$ cat config.mk
export PLATFORM = sky130hd
export DESIGN_NAME = rup2x_emit_flat
export DESIGN_NICKNAME = d
export VERILOG_FILES = /design/src/rtl/rup2x_pkg.sv /design/src/rtl/rup2x_if.sv /design/src/rtl/rup2x_emit.sv /design/src/flat_wrapper.sv
export SDC_FILE = /design/constraint.sdc
export NUM_CORES = 1
export LEC_CHECK = 0
export ABC_CLOCK_PERIOD_IN_PS = 5800
export BUFFER_PORTS_ARGS = -buffer_cell sky130_fd_sc_hd__buf_2
export CORE_MARGIN = 2
export CORE_UTILIZATION = 40
export CTS_CLUSTER_SIZE = 20
export DETAILED_ROUTE_END_ITERATION = 7
export GPL_TIMING_DRIVEN = 0
export PLACE_DENSITY_LB_ADDON = 0.3
export SETUP_SLACK_MARGIN = 0.05
export SYNTH_ARGS = -nofsm -noshare
export SYNTH_HDL_FRONTEND = slang
export SYNTH_SLANG_ARGS = --single-unit
$ cat constraint.sdc
create_clock -name clk_i -period 5.8 [get_ports clk_i]
set_input_delay 1.16 -clock clk_i [delete_from_list [all_inputs] [get_ports clk_i]]
set_output_delay 1.16 -clock clk_i [all_outputs]
set_load 0.05 [all_outputs]
$ cat src/rtl/rup2x_pkg.sv
// Shared types and constants of the 2x bilinear RGB upscaler.
package rup2x_pkg;

  localparam int MAX_WIDTH    = 1024;
  localparam int HEIGHT_LIMIT = 1024;
  localparam int COL_W        = $clog2(MAX_WIDTH);
  localparam int ROW_W        = $clog2(HEIGHT_LIMIT);
  localparam int CFG_W        = 11;
  localparam int COORD_W      = 11;
  localparam int CH_W         = 8;
  localparam int CFG_IDX_W    = 1;

  // Configuration register indexes.
  localparam logic [CFG_IDX_W-1:0] REG_WIDTH  = 1'b0;
  localparam logic [CFG_IDX_W-1:0] REG_HEIGHT = 1'b1;

  typedef struct packed {
    logic [CH_W-1:0] r;
    logic [CH_W-1:0] g;
    logic [CH_W-1:0] b;
  } rgb_t;

  // Effective last column and last row index, after clamping.
  typedef struct packed {
    logic [COL_W-1:0] last_col_idx;
    logic [ROW_W-1:0] last_row_idx;
  } cfg_t;

  // One source pixel together with its neighbours, handed to the emitter.
  typedef struct packed {
    rgb_t             cur;
    rgb_t             above;
    rgb_t             left_cur;
    rgb_t             left_prev;
    logic [COL_W-1:0] x;
    logic [ROW_W-1:0] y;
    logic             last_col;
    logic             last_row;
  } job_t;

endpackage

$ cat src/rtl/rup2x_if.sv


interface rup2x_res_if;
  import rup2x_pkg::*;
  logic               valid;
  logic               ready;
  logic [COORD_W-1:0] out_x;
  logic [COORD_W-1:0] out_y;
  logic [CH_W-1:0]    red_out;
  logic [CH_W-1:0]    green_out;
  logic [CH_W-1:0]    blue_out;
  logic               frame_last;

  modport source (output valid, output out_x, output out_y, output red_out,
                  output green_out, output blue_out, output frame_last, input ready);
  modport sink   (input valid, input out_x, input out_y, input red_out,
                  input green_out, input blue_out, input frame_last, output ready);
endinterface

$ cat src/rtl/rup2x_emit.sv
// Output sequencer: walks the due 2x2 blocks of a job and drives the result register.
module rup2x_emit (
  input  logic            clk_i,
  input  logic            rst_ni,
  input  logic            job_valid_i,
  input  rup2x_pkg::job_t job_i,
  output logic            job_take_o,
  rup2x_res_if.source     res_o
);
  import rup2x_pkg::*;

  // Block slots in emission order.
  localparam logic [1:0] BLK_UP_LEFT = 2'd0;
  localparam logic [1:0] BLK_UP      = 2'd1;
  localparam logic [1:0] BLK_LEFT    = 2'd2;
  localparam logic [1:0] BLK_HERE    = 2'd3;
  localparam logic [1:0] PIX_BR      = 2'd3;

  function automatic logic [CH_W-1:0] avg2(input logic [CH_W-1:0] a, input logic [CH_W-1:0] b);
    logic [CH_W:0] s;
    s = {1'b0, a} + {1'b0, b};
    return s[CH_W:1];
  endfunction

  function automatic logic [CH_W-1:0] avg4(input logic [CH_W-1:0] a, input logic [CH_W-1:0] b,
                                           input logic [CH_W-1:0] c, input logic [CH_W-1:0] d);
    logic [CH_W+1:0] s;
    s = {2'b0, a} + {2'b0, b} + {2'b0, c} + {2'b0, d};
    return s[CH_W+1:2];
  endfunction

  job_t             job_q;
  logic [3:0]       rem_q, rem_d;
  logic [1:0]       pix_q, pix_d;
  logic [1:0]       blk;
  logic [3:0]       blk_bit;
  logic [3:0]       new_mask;
  logic             busy, step, last_step, load;
  rgb_t             op_p, op_rt, op_lo, op_dg, px;
  logic [COL_W-1:0] bx;
  logic [ROW_W-1:0] by;
  logic             ov_q;

  assign new_mask[BLK_UP_LEFT] = (job_i.y != '0) && (job_i.x != '0);
  assign new_mask[BLK_UP]      = (job_i.y != '0) && job_i.last_col;
  assign new_mask[BLK_LEFT]    = job_i.last_row && (job_i.x != '0);
  assign new_mask[BLK_HERE]    = job_i.last_row && job_i.last_col;

  always_comb begin
    if (rem_q[0]) begin
      blk = BLK_UP_LEFT;
    end else if (rem_q[1]) begin
      blk = BLK_UP;
    end else if (rem_q[2]) begin
      blk = BLK_LEFT;
    end else begin
      blk = BLK_HERE;
    end
  end
  assign blk_bit = 4'b0001 << blk;

  assign busy       = (rem_q != '0);
  assign step       = busy && (!ov_q || res_o.ready);
  assign last_step  = step && (pix_q == PIX_BR) && ((rem_q & ~blk_bit) == '0);
  assign job_take_o = !busy || last_step;
  assign load       = job_valid_i && job_take_o;

  always_comb begin
    rem_d = rem_q;
    pix_d = pix_q;
    if (step) begin
      pix_d = pix_q + 2'd1;
      if (pix_q == PIX_BR) begin
        rem_d = rem_q & ~blk_bit;
      end
    end
    if (load) begin
      rem_d = new_mask;
      pix_d = '0;
    end
  end

  always_ff @(posedge clk_i or negedge rst_ni) begin
    if (!rst_ni) begin
      rem_q <= '0;
      pix_q <= '0;
      ov_q  <= 1'b0;
    end else begin
      rem_q <= rem_d;
      pix_q <= pix_d;
      if (step) begin
        ov_q <= 1'b1;
      end else if (res_o.ready) begin
        ov_q <= 1'b0;
      end
    end
  end

  always_ff @(posedge clk_i) begin
    if (load) begin
      job_q <= job_i;
    end
  end

  // Operands of the current block: top-left pixel, right, lower and diagonal neighbours.
  always_comb begin
    case (blk)
      BLK_UP_LEFT: begin
        op_p  = job_q.left_prev;
        op_rt = job_q.above;
        op_lo = job_q.left_cur;
        op_dg = job_q.cur;
        bx    = job_q.x - COL_W'(1);
        by    = job_q.y - ROW_W'(1);
      end
      BLK_UP: begin
        op_p  = job_q.above;
        op_rt = job_q.above;
        op_lo = job_q.cur;
        op_dg = job_q.cur;
        bx    = job_q.x;
        by    = job_q.y - ROW_W'(1);
      end
      BLK_LEFT: begin
        op_p  = job_q.left_cur;
        op_rt = job_q.cur;
        op_lo = job_q.left_cur;
        op_dg = job_q.cur;
        bx    = job_q.x - COL_W'(1);
        by    = job_q.y;
      end
      default: begin
        op_p  = job_q.cur;
        op_rt = job_q.cur;
        op_lo = job_q.cur;
        op_dg = job_q.cur;
        bx    = job_q.x;
        by    = job_q.y;
      end
    endcase
  end

  always_comb begin
    case (pix_q)
      2'd0: px = op_p;
      2'd1: px = '{r: avg2(op_p.r, op_rt.r), g: avg2(op_p.g, op_rt.g), b: avg2(op_p.b, op_rt.b)};
      2'd2: px = '{r: avg2(op_p.r, op_lo.r), g: avg2(op_p.g, op_lo.g), b: avg2(op_p.b, op_lo.b)};
      default: begin
        px = '{r: avg4(op_p.r, op_rt.r, op_lo.r, op_dg.r),
               g: avg4(op_p.g, op_rt.g, op_lo.g, op_dg.g),
               b: avg4(op_p.b, op_rt.b, op_lo.b, op_dg.b)};
      end
    endcase
  end

  always_ff @(posedge clk_i) begin
    if (step) begin
      res_o.out_x      <= COORD_W'({bx, pix_q[0]});
      res_o.out_y      <= COORD_W'({by, pix_q[1]});
      res_o.red_out    <= px.r;
      res_o.green_out  <= px.g;
      res_o.blue_out   <= px.b;
      res_o.frame_last <= (blk == BLK_HERE) && (pix_q == PIX_BR);
    end
  end

  assign res_o.valid = ov_q;

endmodule
$ cat src/flat_wrapper.sv
// flat-port wrapper written by rule: the top's interface ports become plain ports
module rup2x_emit_flat import rup2x_pkg::*;
  (clk_i, rst_ni, job_valid_i, job_i, job_take_o, res_o_valid, res_o_out_x, res_o_out_y, res_o_red_out, res_o_green_out, res_o_blue_out, res_o_frame_last, res_o_ready);
  rup2x_res_if res_o_i ();
  input  logic clk_i;
  input  logic rst_ni;
  input  logic job_valid_i;
  input  rup2x_pkg::job_t job_i;
  output logic job_take_o;
  output wire logic [$bits(res_o_i.valid)-1:0] res_o_valid;
  output wire logic [$bits(res_o_i.out_x)-1:0] res_o_out_x;
  output wire logic [$bits(res_o_i.out_y)-1:0] res_o_out_y;
  output wire logic [$bits(res_o_i.red_out)-1:0] res_o_red_out;
  output wire logic [$bits(res_o_i.green_out)-1:0] res_o_green_out;
  output wire logic [$bits(res_o_i.blue_out)-1:0] res_o_blue_out;
  output wire logic [$bits(res_o_i.frame_last)-1:0] res_o_frame_last;
  input wire logic [$bits(res_o_i.ready)-1:0] res_o_ready;
  assign res_o_valid = res_o_i.valid;
  assign res_o_out_x = res_o_i.out_x;
  assign res_o_out_y = res_o_i.out_y;
  assign res_o_red_out = res_o_i.red_out;
  assign res_o_green_out = res_o_i.green_out;
  assign res_o_blue_out = res_o_i.blue_out;
  assign res_o_frame_last = res_o_i.frame_last;
  assign res_o_i.ready = res_o_ready;
  rup2x_emit u_core (.clk_i(clk_i), .rst_ni(rst_ni), .job_valid_i(job_valid_i), .job_i(job_i), .job_take_o(job_take_o), .res_o(res_o_i));
endmodule
==> flow_summary.yaml, run 1 <==
logic_synthesis:
  yosysUniqueCellTypes: 83
  synth_edf_count: 163
  yosys-top-cells-area: "edfxtp_1 43%, ha_1 8.3%, fa_1 5.3%"
  synthCells: 1030
  ys_ff_latch: 170
  seq_area_frac_synth_pct: 44.89
  syn_nets: 1257
  synth_top_area_share_pct: 43.34
  yosys_warnings: 0
  synth.avg_cell_area_um2: 10.96
  syn_area_mm2: 0.01129
  synth_top_flop_cell: "edfxtp_1"
  yosys.area.top_type: "edfxtp_1"
  synth-async-reset-ratio_pct: 4.118
worst_setup_path:
  cpMostUsedCell: "a21oi_1"
  start_kind: "flip-flop"
  worst_setup_path_end_kind: "flip-flop"
  endpoint: "u_core.res_o.red_out[6]"
  criticalPathCategory: "reg -> reg"
  reg2reg_to: "u_core.res_o.red_out[6]"
  path_cells: "buf_6 -> buf_2 -> buf_2 -> buf_2 -> a21oi_1 -> nor2_2 -> ha_1 -> a211oi_1 -> o21bai_1 -> a21oi_1 -> o21bai_1 -> a21oi_1 -> xor2_1 -> fa_1 -> inv_1 -> ha_1 -> or4_1 -> o21ai_0 -> a21oi_1 -> xnor2_1 -> a32oi_1"
  worstReg2RegStart: "u_core.rem_q[0]"
  crit_slowest_cell: "fa_1"
  r2r_cells: 21
  crit_fanout: 10
  worstPathRequired_ps: 5940
  critPathArrivalTime_ps: 5510
  crit_start: "u_core.rem_q[0]"
  max_stage_delay_ps: 480
  rrSetupSlack_ps: 430
clock_tree:
  cts_max_path_buffers: 2
  cts-resized-gates: 0
  cts_inserted_buffers: 17
  numClockSinks: 170
  hold_buffers: 0
  post-cts-setup-buffers: 0
  clockRootBuffer: "clkbuf_16"
  clk_pin_slew_worst_paths_ps: 70
  clk_latency_ps: 450
  h-tree-depth: 4
  cts_tree: "yes"
routing:
  drt-pass1-iter-count: 5
  drcViolationCount: 0
  wl_per_cell_um: 20.58
  ant_nets: 0
  via_count: 8989
  drt-total-wl_mm: 33.18
  drtIter0Drc: 666
  vias_per_cell: 5.576
die:
  initial_core_util_pct: 40.65
  die_width_um: 172.0
  die_h_um: 172.0
  row_count: 61
  ioPinCount: 171
  core_mm2: 0.02778
  dieArea_mm2: 0.02959
global_routing:
  grt_pass1_wl_mm: 49.68
  grt.overflow.total: 0
  grt_usage_pct: 22.99
  grt_max_degree: 123
  grt_pass1_vias: 8698
  antenna_found_initial: 0
final_layout:
  seqCellArea_mm2: 0.005070
  drive_above_1_share_pct: 22.77
  fin_area_mm2: 0.01329
  area_delta_synth_final_pct: 17.69
  nets: 1448
  fill_cells: 2653
  insertedDiodeCount: 0
  multi_input_area_mm2: 0.005732
timing:
  setup_viol: 0
  post-route-period-util_pct: 92.58
  drv_slew: 0
  setup_tns_ps: 0
  hold_slack_ps: 541.5
  rsz0062_at_grt: "no"
  min_period_ps: 5369
  slew_headroom_pct: 25.45
  fin_skew_ps: 11.77
  hold_viol_final: 0
  worst_pin_slew_ps: 1118
  fin_ws_ps: 430.6
  fmax_mhz: 186.2
run_status:
  status: "finished clean"
place:
  dpl_worst_slack_ps: 224.0
  place_area_mm2: 0.01267
  hpwl_mm: 24.61
  portBuffers: 170
  place_congestion: 0.9413
min_path:
  hold_path_class: "in -> async"
flow_run:
  max_cap_viol_count: 0
[registers in the layout (all words and copies together) (netlist names)]
| name | flops |
|---|---|
| u_core.rem_q | 4 |
| u_core.pix_q | 2 |
| u_core.res_o.red_out | 8 |
| u_core.res_o.out_y | 11 |
| u_core.res_o.blue_out | 8 |
| u_core.res_o.green_out | 8 |
| u_core.res_o.valid | 1 |
| u_core.res_o.out_x | 11 |
| u_core.job_q | 116 |
| u_core.res_o.frame_last | 1 |
[synthesized netlist by cell type, drive strengths merged, types with 12 or more instances]
cell,number
mux2,29
edfxtp,163
mux2i,14
nor3,13
nor4,12
xnor2,27
clkbuf,18
inv,75
xor2,26
nand3,13
nor2,94
fa,30
ha,75
a21oi,85
o21ai,53
nand2,53
nand2b,14
a211oi,15
a21o,28
buf,22
a221oi,21
[routing by layer]
layer / vias up / track usage [%] / part of all wire, %
met4: 0 / 9.865 / 2.8
met1: 4347 / 30.51 / 44
li1: 4248 / - / -
met2: 332 / 36.74 / 46
met5: - / 0 / 0
met3: 62 / 4.555 / 6.8
[how the worst min path moves through the flow]
stage / start / to / slack, ps
after floorplan: u_core.rem_q[3] / u_core.res_o.valid / 490
after global placement: u_core.rem_q[3] / u_core.res_o.valid / 510
after detailed placement: u_core.rem_q[3] / u_core.res_o.valid / 530
after CTS: rst_ni / u_core.res_o.valid / 530
after global routing: rst_ni / u_core.rem_q[1] / 530
final: rst_ni / u_core.res_o.valid / 540
[metrics by stage]
stage               instances  util [%]
finish                   1612     47.84
global route             1612     47.84
CTS                      1612     47.82
detailed placement       1580     45.61
global placement         1578     45.42
floorplan                1030         -
[logic make-up (layout without fill, tap and decap cells)]
kind of cell / count (synthesis) / count (layout) / share of synthesized area, %
simple gates: 245 / 245 / 10.70
buf+inv: 116 / 320 / 4.465
xor+xnor: 53 / 53 / 4.110
fa+ha+maj: 105 / 105 / 13.63
compound gates: 298 / 298 / 18.04
mux: 43 / 43 / 4.166
flops: 170 / 170 / 44.89
[layout by cell type (no fill, tap or decap), types with 14 or more instances in the layout]
master / n
nor2_1: 91
mux2i_1: 14
buf_2: 180
nand2_1: 53
a21oi_1: 84
xnor2_1: 27
fa_1: 30
clkbuf_16: 17
a221oi_1: 19
mux2_2: 28
a21o_1: 28
nand2b_1: 14
o21ai_0: 50
clkbuf_1: 19
inv_1: 73
ha_1: 75
edfxtp_1: 163
xor2_1: 26
[cell type report]
type,count,share of cell area [%]
buffer,40,1.666
clock buffer,18,3.229
clock inverter,14,1.374
inverter,76,2.146
multi-input combinational,744,43.12
sequential,170,38.14
tap,378,3.558
timing repair buffer,172,6.759
[worst max-delay path: cells and delay by family (launching register included)]
kind,cells,cell delay [ps]
compound gates,9,1480
xor+xnor,2,300
fa+ha+maj,3,980
buf+inv,5,1230
flops,1,340
simple gates,2,720
Power of run 1 is left out: the tool's default activity adds up to more than one toggle a clock period on the data nets, which glitch-free logic cannot reach.
==> inputs of run 2 (changes only) <==
--- a/config.mk
+++ b/config.mk
@@ -5,14 +5,14 @@
 export SDC_FILE = /design/constraint.sdc
 export NUM_CORES = 1
 export LEC_CHECK = 0
-export ABC_CLOCK_PERIOD_IN_PS = 5800
+export ABC_CLOCK_PERIOD_IN_PS = 4900
 export BUFFER_PORTS_ARGS = -buffer_cell sky130_fd_sc_hd__buf_2
 export CORE_MARGIN = 2
 export CORE_UTILIZATION = 40
 export CTS_CLUSTER_SIZE = 20
 export DETAILED_ROUTE_END_ITERATION = 7
 export GPL_TIMING_DRIVEN = 0
-export PLACE_DENSITY_LB_ADDON = 0.3
+export PLACE_DENSITY_LB_ADDON = 0.15
 export SETUP_SLACK_MARGIN = 0.05
 export SYNTH_ARGS = -nofsm -noshare
 export SYNTH_HDL_FRONTEND = slang
==> constraint.sdc (replaced) <==
create_clock -name clk_i -period 4.9 [get_ports clk_i]
set_input_delay 0.98 -clock clk_i [delete_from_list [all_inputs] [get_ports clk_i]]
set_output_delay 0.98 -clock clk_i [all_outputs]
set_load 0.05 [all_outputs]
==> run 2 against run 1 <==
Net effect:
- sequential cell count did not move
- setup slack got worse by 220 ps
- critical endpoint unchanged
- core utilization grew 1.4 points
- hold slack lost 160 ps
- global-route usage is 1.1 points higher
- die area is the same
- sequential share of layout area fell by 1.1 points
- critical path type unchanged
- register-to-register slack got worse by 220 ps
- routed wire length up 5.1%
==> flow_summary.yaml, run 2 (synthesis results as in run 1) <==
die:
  core_mm2: 0.02778
  die_width_um: 172.0
  initial_core_util_pct: 40.65
  ioPinCount: 171
  die_h_um: 172.0
  dieArea_mm2: 0.02959
  row_count: 61
global_routing:
  grt.overflow.total: 0
  grt_pass1_wl_mm: 52.37
  grt_max_degree: 123
  grt_pass1_vias: 8995
  antenna_found_initial: 1
  grt_usage_pct: 24.12
final_layout:
  seqCellArea_mm2: 0.005070
  fin_area_mm2: 0.01367
  area_delta_synth_final_pct: 21.03
  drive_above_1_share_pct: 26.89
  fill_cells: 2606
  final_common_cell: "buf_2"
  multi_input_area_mm2: 0.005946
  regMostFlops: "u_core.job_q"
  nets: 1456
  largest_reg_flops: 116
  final_cell_mix: "172 x buf_2, 163 x edfxtp_1, 84 x nor2_1"
  reg_top3: "u_core.job_q (116), u_core.res_o.out_x (11), u_core.res_o.out_y (11)"
worst_setup_path:
  worstPathRequired_ps: 5050
  worst_setup_path_end_kind: "flip-flop"
  criticalPathCategory: "reg -> reg"
  crit_slowest_cell: "or4_4"
  max_stage_delay_ps: 440
  critPathArrivalTime_ps: 4840
  start_kind: "flip-flop"
  cp_top_family: "simple AND/OR/NAND/NOR gates"
  critPathBufInv: 5
  crit_fanout: 10
  path_cells: "buf_6 -> or3_4 -> buf_8 -> buf_8 -> nor2_2 -> nor2_2 -> buf_4 -> fa_2 -> a21o_1 -> a21oi_2 -> nor2b_2 -> or4_4 -> nand3_2 -> fa_1 -> inv_1 -> ha_1 -> o21a_1 -> o21ai_0 -> a21oi_1 -> xnor2_1 -> a32oi_1"
timing:
  worst_pin_slew_ps: 1183
  slew_headroom_pct: 21.12
  setup_viol: 0
  hold_slack_ps: 379.2
  hold_viol_final: 0
  min_period_ps: 4688
  post-route-period-util_pct: 95.68
  fin_skew_ps: 14.16
  fmax_mhz: 213.3
  drv_slew: 0
  rsz0062_at_grt: "yes"
routing:
  drt-pass1-iter-count: 7
  wl_per_cell_um: 21.50
  via_count: 9028
  vias_per_cell: 5.569
  drtIter0Drc: 670
  drt-total-wl_mm: 34.86
  drcViolationCount: 0
  ant_nets: 0
clock_tree:
  clk_pin_slew_worst_paths_ps: 70
  clk_latency_ps: 450
  cts_max_path_buffers: 2
  clockRootBuffer: "clkbuf_16"
  h-tree-depth: 4
  numClockSinks: 170
  cts_inserted_buffers: 17
  hold_buffers: 0
  cts_tree: "yes"
run_status:
  status: "finished clean"
min_path:
  hold_path_class: "in -> async"
place:
  portBuffers: 170
  hpwl_mm: 25.34
  place_congestion: 0.9195
  place_area_mm2: 0.01268
flow_run:
  max_cap_viol_count: 0
-- run 2: routing by layer --
metal | GRT usage, % | vias up | part of all wire, %
met5 | 0 | - | 0
met2 | 39.62 | 319 | 47
met1 | 32.37 | 4388 | 44
met3 | 3.502 | 72 | 6.1
li1 | - | 4249 | -
met4 | 9.244 | 0 | 3.0
-- run 2: path summary, 6_finish.rpt --
kind                            slack [ps]             from  depth (start not counted)                       to
worst max-delay path                   210  u_core.rem_q[1]                         21  u_core.res_o.red_out[6]
worst min-delay path                   380           rst_ni                          1       u_core.res_o.valid
worst max register to register         210  u_core.rem_q[1]                         21  u_core.res_o.red_out[6]
worst min register to register         540  u_core.job_q[6]                          2    u_core.res_o.out_y[5]
max in group asynchronous             4330           rst_ni                          1          u_core.pix_q[1]
min in group clk_i                     540  u_core.job_q[6]                          2    u_core.res_o.out_y[5]
-- run 2: repair_timing --
action,in CTS,in global routing
pin swaps,5,15
buffers inserted,8,1
gates resized for setup,39,54
setup endpoints to repair,17,13
-- run 2: layout make-up --
cell class	instances	area share [%]
plain buffers	39	2.224
flip-flops and latches	170	37.09
clock inverters	14	1.355
diodes	1	0.01831
multi-input cells	744	43.50
well taps	378	3.460
inverters	76	2.087
repair buffers	181	7.122
clock buffers	18	3.140
-- run 2: metrics by stage --
step / setup TNS (ps) / util, % / cells / worst slack (ps)
2_1_floorplan: 0 / - / 1030 / 243.6
3_3_place_gp: -6781 / 45.44 / 1578 / -749.5
3_5_place_dp: -6866 / 45.64 / 1580 / -750.2
4_1_cts: 0 / 48.37 / 1619 / 55.30
5_1_grt: 0 / 49.20 / 1621 / 17.24
6_report: 0 / 49.20 / 1621 / 211.9
Power of run 2 is left out for the same reason.
